File: src/rtl/core/isv_pkg.sv
// Shared types and constants for the interpolating sample voice.
// Used by the front end, queue, back end and top level; depends on nothing.
package isv_pkg;

    localparam int STORE_DEPTH = 65536;
    localparam int STORE_AW    = $clog2(STORE_DEPTH);
    localparam int FADE_STEPS  = 50;
    localparam int FADE_W      = $clog2(FADE_STEPS + 1);

    localparam int QUEUE_DEPTH = 2;
    localparam int QUEUE_AW    = $clog2(QUEUE_DEPTH);

    localparam int SCALE_DEN    = 100;
    localparam int SAT_LIMIT    = 32768 * SCALE_DEN;
    localparam int DIV100_SHIFT = 29;
    localparam longint DIV100_MUL = ((64'd1 << DIV100_SHIFT) + SCALE_DEN - 1) / SCALE_DEN;
    localparam int DIV5_SHIFT   = 30;
    localparam longint DIV5_MUL   = ((64'd1 << DIV5_SHIFT) + 4) / 5;

    localparam logic [2:0] MODE_LOAD   = 3'd0;
    localparam logic [2:0] MODE_START  = 3'd1;
    localparam logic [2:0] MODE_UPDATE = 3'd2;
    localparam logic [2:0] MODE_STOP   = 3'd3;
    localparam logic [2:0] MODE_FADE   = 3'd4;
    localparam logic [2:0] MODE_TICK   = 3'd5;
    localparam logic [2:0] MODE_RENDER = 3'd6;

    typedef enum logic [2:0] {
        OP_LOAD   = 3'd0,
        OP_START  = 3'd1,
        OP_UPDATE = 3'd2,
        OP_STOP   = 3'd3,
        OP_FADE   = 3'd4,
        OP_TICK   = 3'd5,
        OP_RENDER = 3'd6,
        OP_NOP    = 3'd7
    } op_t;

    typedef struct packed {
        op_t                op;
        logic               load_ok;
        logic [15:0]        sample_index;
        logic signed [15:0] sample_value;
        logic [16:0]        sample_count;
        logic [15:0]        rate;
        logic [15:0]        volume;
        logic               loop_enable;
    } item_t;

endpackage

File: src/rtl/core/isv_front.sv
// Front end: accepts input words, decodes the mode and holds one word for the queue.
// Depends on isv_pkg.
module isv_front (
    input  logic               aclk,
    input  logic               aresetn,
    input  logic               s_valid,
    output logic               s_ready,
    input  logic [2:0]         s_mode,
    input  logic [15:0]        s_sample_index,
    input  logic signed [15:0] s_sample_value,
    input  logic [16:0]        s_sample_count,
    input  logic [15:0]        s_rate,
    input  logic [15:0]        s_volume,
    input  logic               s_loop_enable,
    output logic               push_valid,
    input  logic               push_ready,
    output isv_pkg::item_t     push_item
);
    import isv_pkg::*;

    logic  valid_reg, valid_next;
    item_t item_reg;
    item_t item_dec;
    logic  s_fire;

    assign s_ready = !valid_reg || push_ready;
    assign s_fire  = s_valid && s_ready;

    always_comb begin
        case (s_mode)
            MODE_LOAD:   item_dec.op = OP_LOAD;
            MODE_START:  item_dec.op = OP_START;
            MODE_UPDATE: item_dec.op = OP_UPDATE;
            MODE_STOP:   item_dec.op = OP_STOP;
            MODE_FADE:   item_dec.op = OP_FADE;
            MODE_TICK:   item_dec.op = OP_TICK;
            MODE_RENDER: item_dec.op = OP_RENDER;
            default:     item_dec.op = OP_NOP;
        endcase
        item_dec.load_ok      = (32'(s_sample_index) < 32'(STORE_DEPTH));
        item_dec.sample_index = s_sample_index;
        item_dec.sample_value = s_sample_value;
        item_dec.sample_count = s_sample_count;
        item_dec.rate         = s_rate;
        item_dec.volume       = s_volume;
        item_dec.loop_enable  = s_loop_enable;
    end

    assign valid_next = s_fire || (valid_reg && !push_ready);

    always_ff @(posedge aclk) begin
        if (!aresetn) begin
            valid_reg <= 1'b0;
        end else begin
            valid_reg <= valid_next;
        end
    end

    always_ff @(posedge aclk) begin
        if (s_fire) begin
            item_reg <= item_dec;
        end
    end

    assign push_valid = valid_reg;
    assign push_item  = item_reg;

endmodule

File: config.mk
export PLATFORM = sky130hd
export DESIGN_NAME = isv_front
export DESIGN_NICKNAME = d
export VERILOG_FILES = /design/src/rtl/core/isv_pkg.sv /design/src/rtl/core/isv_front.sv
export SDC_FILE = /design/constraint.sdc
export NUM_CORES = 1
export LEC_CHECK = 0
export BUFFER_PORTS_ARGS = -buffer_cell sky130_fd_sc_hd__buf_2
export CAP_MARGIN = 20
export CORE_MARGIN = 1
export CORE_UTILIZATION = 41
export CTS_CLUSTER_DIAMETER = 80
export DETAILED_ROUTE_END_ITERATION = 8
export GPL_TIMING_DRIVEN = 0
export PLACE_DENSITY = 0.89
export SYNTH_ARGS = -nofsm -noshare
export SYNTH_HDL_FRONTEND = slang
export SYNTH_SLANG_ARGS = --single-unit
File: constraint.sdc
create_clock -name aclk -period 1.65 [get_ports aclk]
set_input_delay 0.33 -clock aclk [delete_from_list [all_inputs] [get_ports aclk]]
set_output_delay 0.33 -clock aclk [all_outputs]
set_load 0.02 [all_outputs]
==> metrics.md <==
| Metric | Value |
|---|---|
| Pwr Total | `4.30 mW` |
| Top-area cell type share of the netlist area | `0.970` |
| Largest net degree at the start of global routing | `44` |
| Final core utilization | `0.622` |
| Routed Antenna Nets | `0` |
| CP Data Arrival Time | `1300 ps` |
| Synthesized Nets | `184` |
| DRT Pass-1 Iters | `3` |
| Initial antenna violation count | `0` |
| Max Cap Viol | `0` |
| Final Hold Viols | `0` |
| Setup TNS | `0 ps` |
| Worst-Skew Late Latency | `330 ps` |
| Num CTS Buffers | `9` |
| Critical path class | `flip-flop to flip-flop` |
| Hold Path Origin | `s_mode[2]` |
| Relative slew slack | `0.616` |
| Peak Freq | `751 MHz` |
| CTS Buffer Depth | `2` |
| Worst slew pin tran | `576 ps` |
| Critical Path RT | `1620 ps` |
| Initial Util | `0.434` |
| Diodes inserted | `0` |
| RSZ-0062 raised after global routing | `false` |
| DR vias/cell | `4.44` |
| Hold Buf Count CTS | `0` |
| Period Utilization, post-route | `0.808` |
| Number of global-route vias before repair | `1646` |
| Synth warn | `0` |
| IO buf count | `172` |
| Critical path peak fanout | `43` |
| Fraction of layout cells with a size suffix above 1 | `0.673` |
| First-pass GRT wire length | `7710 um` |
| Drt wl/cell | `16.4 um` |
| CP Launch Type | `flip-flop` |
| Area Overhead vs Synth | `43.2%` |
| Detailed Place HPWL | `4260 um` |
| CTS tree | `built` |
| Placer Congestion | `0.754` |
| Clock sink total | `86` |
| Mapped Cells | `95` |
| Worst hold margin | `160 ps` |
| H-tree levels | `3` |
| Distinct cells, synth | `9` |
| Outcome | `finished clean` |
| Num rows | `28` |
| Final Critical Period | `1330 ps` |
| Final setup violation count | `0` |
| Congestion Overflow GR | `0` |
| Highest ir drop seen on vdd | `0.831 mV` |
| Clk pin slew, worst setup/hold paths | `90 ps` |
| Routed via count | `1595` |
| Mapped Area | `0.00263 sq mm` |
| Worst setup startpoint | `push_valid` |
| Post-CTS Setup Repair Bufs | `0` |
| Hold Crit Class | `input pin to flip-flop` |
| Worst Skew | `9.96 ps` |
| Final wirelength | `5870 um` |
| Flops & latches, synth | `86` |
| I/O pin count | `177` |
| Design Area, Final | `0.00377 sq mm` |
| Gr usage total | `0.169` |
| Max Slew Vio Count | `0` |
| Dominant cell type by area after synthesis | `edfxtp_1` |
| Root buffer cell | `clkbuf_8` |
| Die Area | `0.00675 sq mm` |
| Synth top area cells | `edfxtp_1 97%, dfxtp_1 0.76%, nand2b_4 0.52%` |
| CORE AREA | `0.00606 sq mm` |
| CP endpoint kind | `flip-flop` |
| Die Wd | `82.1 um` |
| Leakage power | `1.62 nW` |
| Fill count | `444` |
| DP Area | `0.00359 sq mm` |
| DIE HEIGHT | `82.1 um` |
| RR Startpoint | `push_valid` |
| DRC viols | `0` |
| Final Net Count | `368` |
| Pwr/cell area | `1140 mW/mm^2` |
| Seq/Total Area, Yosys | `0.977` |
| Syn avg cell area | `27.7 sq um` |
| Initial DRC count | `60` |
metrics by stage:
| step | std cells | setup slack, ps |
|---|---|---|
| detailed placement | 342 | -166 |
| CTS | 359 | 50.8 |
| global route | 359 | 260 |
| finish | 359 | 318 |
| global placement | 342 | -131 |
| floorplan | 95 | 42.4 |
routing by layer:
layer,global-route usage,wire (um),share of wire,up-vias
met4,0.0877,106,0.018,0
met5,0,0,0,-
met3,0.0846,606,0.10,8
met2,0.300,3260,0.55,94
met1,0.159,1900,0.32,755
li1,-,-,-,738
repair_timing:
item | in CTS | in global routing
setup endpoints to repair | 85 | 42
gates cloned | 1 | 0
gates resized for setup | 0 | 1
pin swaps | 1 | 0
kinds of logic after synthesis:
logic type | Yosys count | synth area share
flops | 86 | 0.977
buf+inv | 5 | 0.00855
simple gates | 2 | 0.00855
compound gates | 1 | 0.00428
other cells | 1 | 0.00142
cell usage in the layout, fill, tap and decap left out, drive strengths merged:
| master | n |
|---|---|
| buf | 173 |
| edfxtp | 85 |
| clkbuf | 12 |
| clkinv | 4 |
| and2 | 2 |
| clkinvlp | 2 |
| inv | 2 |
| nand2b | 1 |
| a21boi | 1 |
| conb | 1 |
| dfxtp | 1 |
sequential cells by signal (all words and copies together), names as in the netlist:
register,flops
push_item,85
push_valid,1
Yosys cell counts:
library cell / count
a21boi_2: 1
and2_4: 1
buf_4: 1
clkbuf_1: 3
conb_1: 1
dfxtp_1: 1
edfxtp_1: 85
inv_1: 1
nand2b_4: 1
layout make-up:
| cell class | count | area [sq um] | area share |
|---|---|---|---|
| Buffer | 4 | 18.8 | 0.00498 |
| Clock buffer | 9 | 124 | 0.0329 |
| Clock inverter | 7 | 48.8 | 0.0129 |
| Inverter | 1 | 3.75 | 0.000996 |
| Multi-Input combinational cell | 5 | 46.3 | 0.0123 |
| Sequential cell | 86 | 2570 | 0.683 |
| Tap cell | 75 | 93.8 | 0.0249 |
| Timing Repair Buffer | 172 | 861 | 0.228 |
critical path, cell delays in order, from the launching register on:
cell	delay (ps)
dfxtp_1	340
nand2b_4	90
and2_4	490
power by group:
group	total (mW)	leakage, nW	switching (mW)	internal (mW)
logic	0.447	0.712	0.288	0.159
clock network	1.27	0.0809	0.728	0.547
registers	2.58	0.831	0.0303	2.55
total	4.30	1.62	1.05	3.26
worst paths after layout:
check / endpoint / slack (ps) / depth (start not counted)
setup / recovery: push_item[49] / 320 / 2
hold / removal: push_item[85] / 160 / 1
setup reg to reg: push_item[49] / 320 / 2
hold reg to reg: push_valid / 530 / 2
(Power assumes the default switching activity.)
