## src/rtl/core/isv_pkg.sv

```systemverilog
// Shared types and constants for the interpolating sample voice.
// Used by the front end, queue, back end and top level; depends on nothing.
package isv_pkg;

    localparam int STORE_DEPTH = 65536;
    localparam int STORE_AW    = $clog2(STORE_DEPTH);
    localparam int FADE_STEPS  = 50;
    localparam int FADE_W      = $clog2(FADE_STEPS + 1);

    localparam int QUEUE_DEPTH = 2;
    localparam int QUEUE_AW    = $clog2(QUEUE_DEPTH);

    localparam int SCALE_DEN    = 100;
    localparam int SAT_LIMIT    = 32768 * SCALE_DEN;
    localparam int DIV100_SHIFT = 29;
    localparam longint DIV100_MUL = ((64'd1 << DIV100_SHIFT) + SCALE_DEN - 1) / SCALE_DEN;
    localparam int DIV5_SHIFT   = 30;
    localparam longint DIV5_MUL   = ((64'd1 << DIV5_SHIFT) + 4) / 5;

    localparam logic [2:0] MODE_LOAD   = 3'd0;
    localparam logic [2:0] MODE_START  = 3'd1;
    localparam logic [2:0] MODE_UPDATE = 3'd2;
    localparam logic [2:0] MODE_STOP   = 3'd3;
    localparam logic [2:0] MODE_FADE   = 3'd4;
    localparam logic [2:0] MODE_TICK   = 3'd5;
    localparam logic [2:0] MODE_RENDER = 3'd6;

    typedef enum logic [2:0] {
        OP_LOAD   = 3'd0,
        OP_START  = 3'd1,
        OP_UPDATE = 3'd2,
        OP_STOP   = 3'd3,
        OP_FADE   = 3'd4,
        OP_TICK   = 3'd5,
        OP_RENDER = 3'd6,
        OP_NOP    = 3'd7
    } op_t;

    typedef struct packed {
        op_t                op;
        logic               load_ok;
        logic [15:0]        sample_index;
        logic signed [15:0] sample_value;
        logic [16:0]        sample_count;
        logic [15:0]        rate;
        logic [15:0]        volume;
        logic               loop_enable;
    } item_t;

endpackage

```

## src/rtl/core/isv_queue.sv

```systemverilog
// Short queue of decoded words between the front end and the back end.
// Depends on isv_pkg.
module isv_queue (
    input  logic           aclk,
    input  logic           aresetn,
    input  logic           push_valid,
    output logic           push_ready,
    input  isv_pkg::item_t push_item,
    output logic           pop_valid,
    input  logic           pop_ready,
    output isv_pkg::item_t pop_item
);
    import isv_pkg::*;

    item_t                slot_reg [QUEUE_DEPTH];
    logic [QUEUE_AW-1:0]  wr_ptr_reg, wr_ptr_next;
    logic [QUEUE_AW-1:0]  rd_ptr_reg, rd_ptr_next;
    logic [QUEUE_AW:0]    count_reg, count_next;
    logic                 do_push, do_pop;

    assign push_ready = (count_reg != (QUEUE_AW + 1)'(QUEUE_DEPTH));
    assign pop_valid  = (count_reg != '0);
    assign pop_item   = slot_reg[rd_ptr_reg];
    assign do_push    = push_valid && push_ready;
    assign do_pop     = pop_valid && pop_ready;

    always_comb begin
        wr_ptr_next = wr_ptr_reg;
        rd_ptr_next = rd_ptr_reg;
        count_next  = count_reg;
        if (do_push) begin
            wr_ptr_next = (wr_ptr_reg == QUEUE_AW'(QUEUE_DEPTH - 1)) ? '0 : wr_ptr_reg + 1'b1;
        end
        if (do_pop) begin
            rd_ptr_next = (rd_ptr_reg == QUEUE_AW'(QUEUE_DEPTH - 1)) ? '0 : rd_ptr_reg + 1'b1;
        end
        if (do_push && !do_pop) begin
            count_next = count_reg + 1'b1;
        end else if (do_pop && !do_push) begin
            count_next = count_reg - 1'b1;
        end
    end

    always_ff @(posedge aclk) begin
        if (!aresetn) begin
            wr_ptr_reg <= '0;
            rd_ptr_reg <= '0;
            count_reg  <= '0;
        end else begin
            wr_ptr_reg <= wr_ptr_next;
            rd_ptr_reg <= rd_ptr_next;
            count_reg  <= count_next;
        end
    end

    always_ff @(posedge aclk) begin
        if (do_push) begin
            slot_reg[wr_ptr_reg] <= push_item;
        end
    end

endmodule

```

## config.mk

```make
export PLATFORM = sky130hd
export DESIGN_NAME = isv_queue
export DESIGN_NICKNAME = d
export VERILOG_FILES = /design/src/rtl/core/isv_pkg.sv /design/src/rtl/core/isv_queue.sv
export SDC_FILE = /design/constraint.sdc
export NUM_CORES = 1
export LEC_CHECK = 0
export BUFFER_PORTS_ARGS = -buffer_cell sky130_fd_sc_hd__buf_2
export CORE_MARGIN = 2
export CORE_UTILIZATION = 52
export CTS_BUF_LIST = sky130_fd_sc_hd__clkbuf_16
export CTS_CLUSTER_DIAMETER = 200
export DETAILED_ROUTE_END_ITERATION = 7
export PLACE_DENSITY = 0.79
export SKIP_LAST_GASP = 1
export SLEW_MARGIN = 20
export SYNTH_ARGS = -nofsm -noshare
export SYNTH_HDL_FRONTEND = slang
export SYNTH_SLANG_ARGS = --single-unit
```

## constraint.sdc

```tcl
create_clock -name aclk -period 3.8 [get_ports aclk]
set_clock_uncertainty 0.2 [all_clocks]
set_input_delay 0.76 -clock aclk [delete_from_list [all_inputs] [get_ports aclk]]
set_output_delay 0.76 -clock aclk [all_outputs]
set_load 0.05 [all_outputs]
```

==> flow_summary.json, run 1 <==
{
  "hold_start": "push_item[17]",
  "synthTopCellsByArea": "edfxtp_1 (78%), mux2_4 (9.1%), mux2_2 (7.8%), dfxtp_1 (1.5%), buf_6 (0.85%)",
  "numCtsBuffers": 17,
  "r2r_slack_ns": 1.74,
  "hold-path-cell-count": 1,
  "synth-seq-cells": 177,
  "achievable-frequency_ghz": 0.349,
  "die_y_um": 117,
  "powerDensity_mw_per_mm2": 788,
  "place_congestion": 0.723,
  "n_antenna_cell": 0,
  "cts_hold_buf": 0,
  "r2r_cells": 4,
  "worstSkewPairLatency_ns": 0.43,
  "yosysSeqAreaShare_pct": 79.7,
  "crit_path_max_fanout": 26,
  "rsz0062_at_grt": "false",
  "gr-usage-all-layers_pct": 16.4,
  "io_buffers": 177,
  "reg2reg_to": "slot_reg[0][18]",
  "cp-start-kind": "register",
  "nets": 573,
  "synth_top_cell_by_area": "edfxtp_1",
  "finalSetupViolCount": 0,
  "cts_buffer_depth": 2,
  "synthXorXnorAreaFrac_pct": 0.398,
  "synth_top_family_by_area": "multiplexers",
  "drt_iter0_markers": 187,
  "holdPathEnd": "slot_reg[1][17]",
  "avgViaCountPerCell": 4.92,
  "fillerInstances": 876,
  "first_global_vias": 3338,
  "synthArstFlopShare_pct": 0,
  "post-route-drc-count": 0,
  "dpl_cell_area_mm2": 0.00770,
  "multi_input_area_mm2": 0.00126,
  "design.core.area_mm2": 0.0125,
  "cts_tree": "built",
  "dieArea_mm2": 0.0136,
  "finalPower_mw": 6.54,
  "areaGrowthSynthToFinish_pct": 25.7,
  "clock_sinks": 177,
  "grt_max_degree": 87,
  "hold_viol": 0,
  "status": "complete, no violations",
  "hpwlAfterDp_um": 7270,
  "yosys-top-cells-count": "edfxtp_1 (172), mux2_2 (46), mux2_4 (40)",
  "final_cells": 667,
  "rr_startpoint": "count_reg[0]",
  "postCtsSetupBuffers": 0,
  "synthAdderAreaFrac_pct": 0.189,
  "grt_antenna_before_repair": 0,
  "irDropWorstVdd_uv": 528,
  "yosys.area_share.simple_pct": 0.985,
  "synth_area_mm2": 0.00661,
  "yosysUniqueCellTypes": 22,
  "wl_per_cell_um": 16.9,
  "die_width_um": 117,
  "cp.arrival_ns": 1.90,
  "max_slew_margin_pct": 67.1,
  "regArea_mm2": 0.00527,
  "io_pins": 178,
  "min_period_ns": 2.86,
  "leakagePower_nw": 3.20,
  "syn_inst": 292,
  "syn_area_per_cell_um2": 22.6,
  "cp-end-kind": "output port",
  "cts-root-buf": "clkbuf_16",
  "via_count": 3283,
  "finalSetupTns_ns": 0,
  "whs_ns": 0.319,
  "globalRouteOverflowTotal": 0,
  "first_pass_iters": 4,
  "htree_levels": 4,
  "synth_edf_count": 172,
  "worst_pin_slew_ns": 0.494,
  "clk_pin_slew_worst_paths_ns": 0.06,
  "start_util_pct": 52.8,
  "ant_nets": 0,
  "min_path_type": "in2reg",
  "numPlacedInstances": 635,
  "row_count": 41,
  "design_area_mm2": 0.00831,
  "synth_ff_type": "edfxtp_1",
  "critPathKind": "reg2out",
  "grt_pass1_wl_um": 16200,
  "muxShareOfSynthArea_pct": 16.9,
  "cts_resized": 0,
  "yosysTopAreaCellShare_pct": 78.2,
  "drv_slew": 0,
  "synth_most_common_cell": "edfxtp_1",
  "syn_nets": 383,
  "drt-total-wl_um": 11200,
  "maxCapViolations": 0,
  "required_ns": 2.84,
  "synth_compound_area_share_pct": 0.530,
  "yosysWarnings": 0,
  "layout-drive-gt1-share_pct": 60.6,
  "fin_crit_sh_pct": 75.4,
  "largest_reg_flops": 172
}
## worst max path at each step
stage | endpoint | cells past startpoint | slack (ns) | start
floorplan | slot_reg[1][0] | 1 | 0.34 | push_valid
global placement | pop_item[70] | 3 | 1.39 | register
detailed placement | pop_item[84] | 3 | 1.36 | register
CTS | pop_item[12] | 3 | 0.91 | register
global route | pop_item[14] | 3 | 0.84 | register
finish | pop_item[12] | 3 | 0.94 | register
## metal layers
metal	global-route usage (%)	vias to the layer above	part of all wire (%)
li1	-	1541	-
met1	19.5	1594	41
met2	27.3	135	50
met3	5.97	13	7.3
met4	6.82	0	1.6
met5	0	-	0
## critical path, stage by stage, from the launching register on
cell and delay (ns):
dfxtp_4 0.48, buf_4 0.38, mux2_2 0.39, buf_2 0.21
## cell type report
type                       count  share of cell area [%]
clock buffer                  17                    5.12
sequential                   177                    63.4
multi-input combinational    104                    15.2
clock inverter                15                    2.12
tap                          172                    2.59
timing repair buffer         181                    11.5
inverter                       1                  0.0603
## logic make-up (layout without fill, tap and decap cells)
kind of cell / count (synthesis) / after routing
flops: 177 / 177
mux: 86 / 86
buf+inv: 11 / 214
simple gates: 9 / 9
compound gates: 5 / 5
xor+xnor: 3 / 3
fa+ha+maj: 1 / 1
## placed cells by master, fill, tap and decap left out, types with 2 or more instances in the layout
cell type / count
edfxtp_1: 172
and2_1: 4
buf_12: 3
mux2_4: 40
bufinv_16: 4
clkinv_1: 2
dfxtp_1: 4
inv_1: 3
clkinv_4: 2
clkbuf_16: 17
buf_2: 177
clkinv_2: 5
xnor2_1: 2
mux2_2: 46
## power by group
part	switching (mW)	internal, mW	total [mW]
Sequential	0.0895	2.44	2.53
Clock	0.680	1.08	1.76
Combinational	1.56	0.689	2.25
Total	2.33	4.21	6.54
## stage by stage
step           util [%]  setup slack [ns]
3_3_place_gp       61.6              1.39
4_1_cts            66.4             0.906
6_report           66.4             0.935
3_5_place_dp       61.6              1.36
2_1_floorplan         -             0.335
5_1_grt            66.4             0.836
Power figures use the tool's default switching activity.
==> inputs of run 2 (changes only) <==
- clock period: 3.8 -> 2.93 ns (I/O delays scaled with it)
==> flow_summary.json, run 2 (synthesis gave the netlist of run 1 again) <==
{
  "intPower_mw": 5.41,
  "leakagePower_nw": 3.19,
  "required_ns": 2.14,
  "numCtsBuffers": 17,
  "layout_common_cells": "buf_2 (177), edfxtp_1 (172), mux2_2 (46), mux2_4 (40), clkbuf_16 (17)",
  "whs_ns": 0.158,
  "postCtsSetupBuffers": 0,
  "grt_max_degree": 50,
  "critPathKind": "reg2out",
  "design.core.area_mm2": 0.0125,
  "r2r_cells": 4,
  "n_antenna_cell": 0,
  "worstSkewPairLatency_ns": 0.41,
  "drt-total-wl_um": 11400,
  "via_count": 3300,
  "start_util_pct": 52.8,
  "clk_pin_slew_worst_paths_ns": 0.07,
  "htree_levels": 4,
  "finish.utilization_pct": 66.5,
  "min_path_type": "in2reg",
  "hpwlAfterDp_um": 7730,
  "globalRouteOverflowTotal": 0,
  "r2r_slack_ns": 0.97,
  "layout_commonest_cell": "buf_2",
  "holdPathEnd": "slot_reg[1][77]",
  "wl_per_cell_um": 17.1,
  "drt_iter0_markers": 259,
  "rr_startpoint": "count_reg[0]",
  "cts-root-buf": "clkbuf_16",
  "reg2reg_to": "slot_reg[0][20]",
  "finalSetupTns_ns": 0,
  "critPathMaxStageDelay_ns": 0.56,
  "powerDensity_mw_per_mm2": 1020,
  "layout-drive-gt1-share_pct": 61.4,
  "drv_slew": 0,
  "clock_sinks": 177,
  "finalSetupViolCount": 0,
  "hold-path-cell-count": 1,
  "cts_tree": "built",
  "cts_resized": 0,
  "post-route-drc-count": 0,
  "achievable-frequency_ghz": 0.372,
  "cp.arrival_ns": 1.90,
  "status": "complete, no violations",
  "first_pass_iters": 4,
  "cts_buffer_depth": 2,
  "cts_hold_buf": 0,
  "io_pins": 178,
  "worst_pin_slew_ns": 0.670,
  "p_seq_share_pct": 39.0,
  "die_y_um": 117,
  "row_count": 41,
  "nets": 575,
  "irDropWorstVdd_uv": 641,
  "largest_reg_flops": 172,
  "gr-usage-all-layers_pct": 17.1,
  "place_congestion": 0.703,
  "hold_viol": 0,
  "combPwrFrac_pct": 34.6,
  "fin_crit_sh_pct": 91.8,
  "rsz0062_at_grt": "false",
  "cp-end-kind": "output port",
  "max_slew_margin_pct": 55.3,
  "hold_start": "push_item[77]",
  "slowest_stage": "dfxtp_4",
  "crit_path_max_fanout": 42,
  "grt_antenna_before_repair": 3,
  "pwr-share-clk_pct": 26.4,
  "cp-start-kind": "register",
  "p_switching_mw": 3.05,
  "maxCapViolations": 0,
  "die_width_um": 117,
  "p_sw_share_pct": 36.0,
  "areaGrowthSynthToFinish_pct": 26.0,
  "min_period_ns": 2.69,
  "ant_nets": 0,
  "grt_pass1_wl_um": 16800,
  "crit_chain": "buf_12, mux2_2, buf_2",
  "avgViaCountPerCell": 4.93,
  "io_buffers": 177,
  "first_global_vias": 3398,
  "dieArea_mm2": 0.0136
}
[run 2: cell types whose count changed in the layout (fill, tap and decap cells not counted)]
cell        before  now
inv_1            3    0
clkinvlp_4       0    2
buf_4            1    2
bufinv_16        4    3
buf_12           3    4
inv_6            0    3
clkinv_4         2    1
[run 2: metrics by stage]
step                total power, mW  cell area (um2)  worst slack, ns  std cells
CTS                            8.54             8330            0.209        669
global route                   8.79             8330            0.153        669
floorplan                      5.72             6610            0.329        292
detailed placement             6.31             7730            0.664        637
global placement               6.25             7730            0.674        637
finish                         8.45             8330            0.240        669
[run 2: critical path, delay by kind of cell, from the launching register on]
kind / cells / cell delay (ns)
flip-flops: 1 / 0.56
buffers and inverters: 2 / 0.51
multiplexers: 1 / 0.38
[run 2: area by class of cell]
cell class | count | area [um2]
sequential | 177 | 5270
fill | 888 | 4190
multi-input combinational | 104 | 1260
timing repair buffer | 183 | 981
tap | 172 | 215
clock buffer | 17 | 425
inverter | 1 | 7.51
clock inverter | 15 | 165
[run 2: power groups by stage]
stage          registers [mW]  clock network (mW)  logic (mW)
2_1_floorplan            3.29                   0        2.43
3_5_place_dp             3.36                   0        2.95
6_report                 3.30                2.23        2.92
4_1_cts                  3.31                2.27        2.96
5_1_grt                  3.33                2.38        3.08
3_3_place_gp             3.33                   0        2.92
[run 2: worst max-delay path by stage]
stage                          end  cells past startpoint         start  slack [ns]
finish                pop_item[11]                      3      register        0.24
global route          pop_item[24]                      3      register        0.15
CTS                   pop_item[24]                      3      register        0.21
detailed placement    pop_item[24]                      3      register        0.66
global placement       pop_item[5]                      3      register        0.67
floorplan           slot_reg[0][0]                      3  count_reg[0]        0.33
[run 2: metal layers]
metal | share of wire, % | GRT usage [%] | up-vias | routed length [um]
met5 | 0.38 | 0 | - | 44
li1 | - | - | 1542 | -
met2 | 50 | 28.4 | 116 | 5740
met3 | 7.2 | 6.54 | 19 | 818
met1 | 41 | 20.3 | 1617 | 4650
met4 | 1.5 | 6.82 | 6 | 172
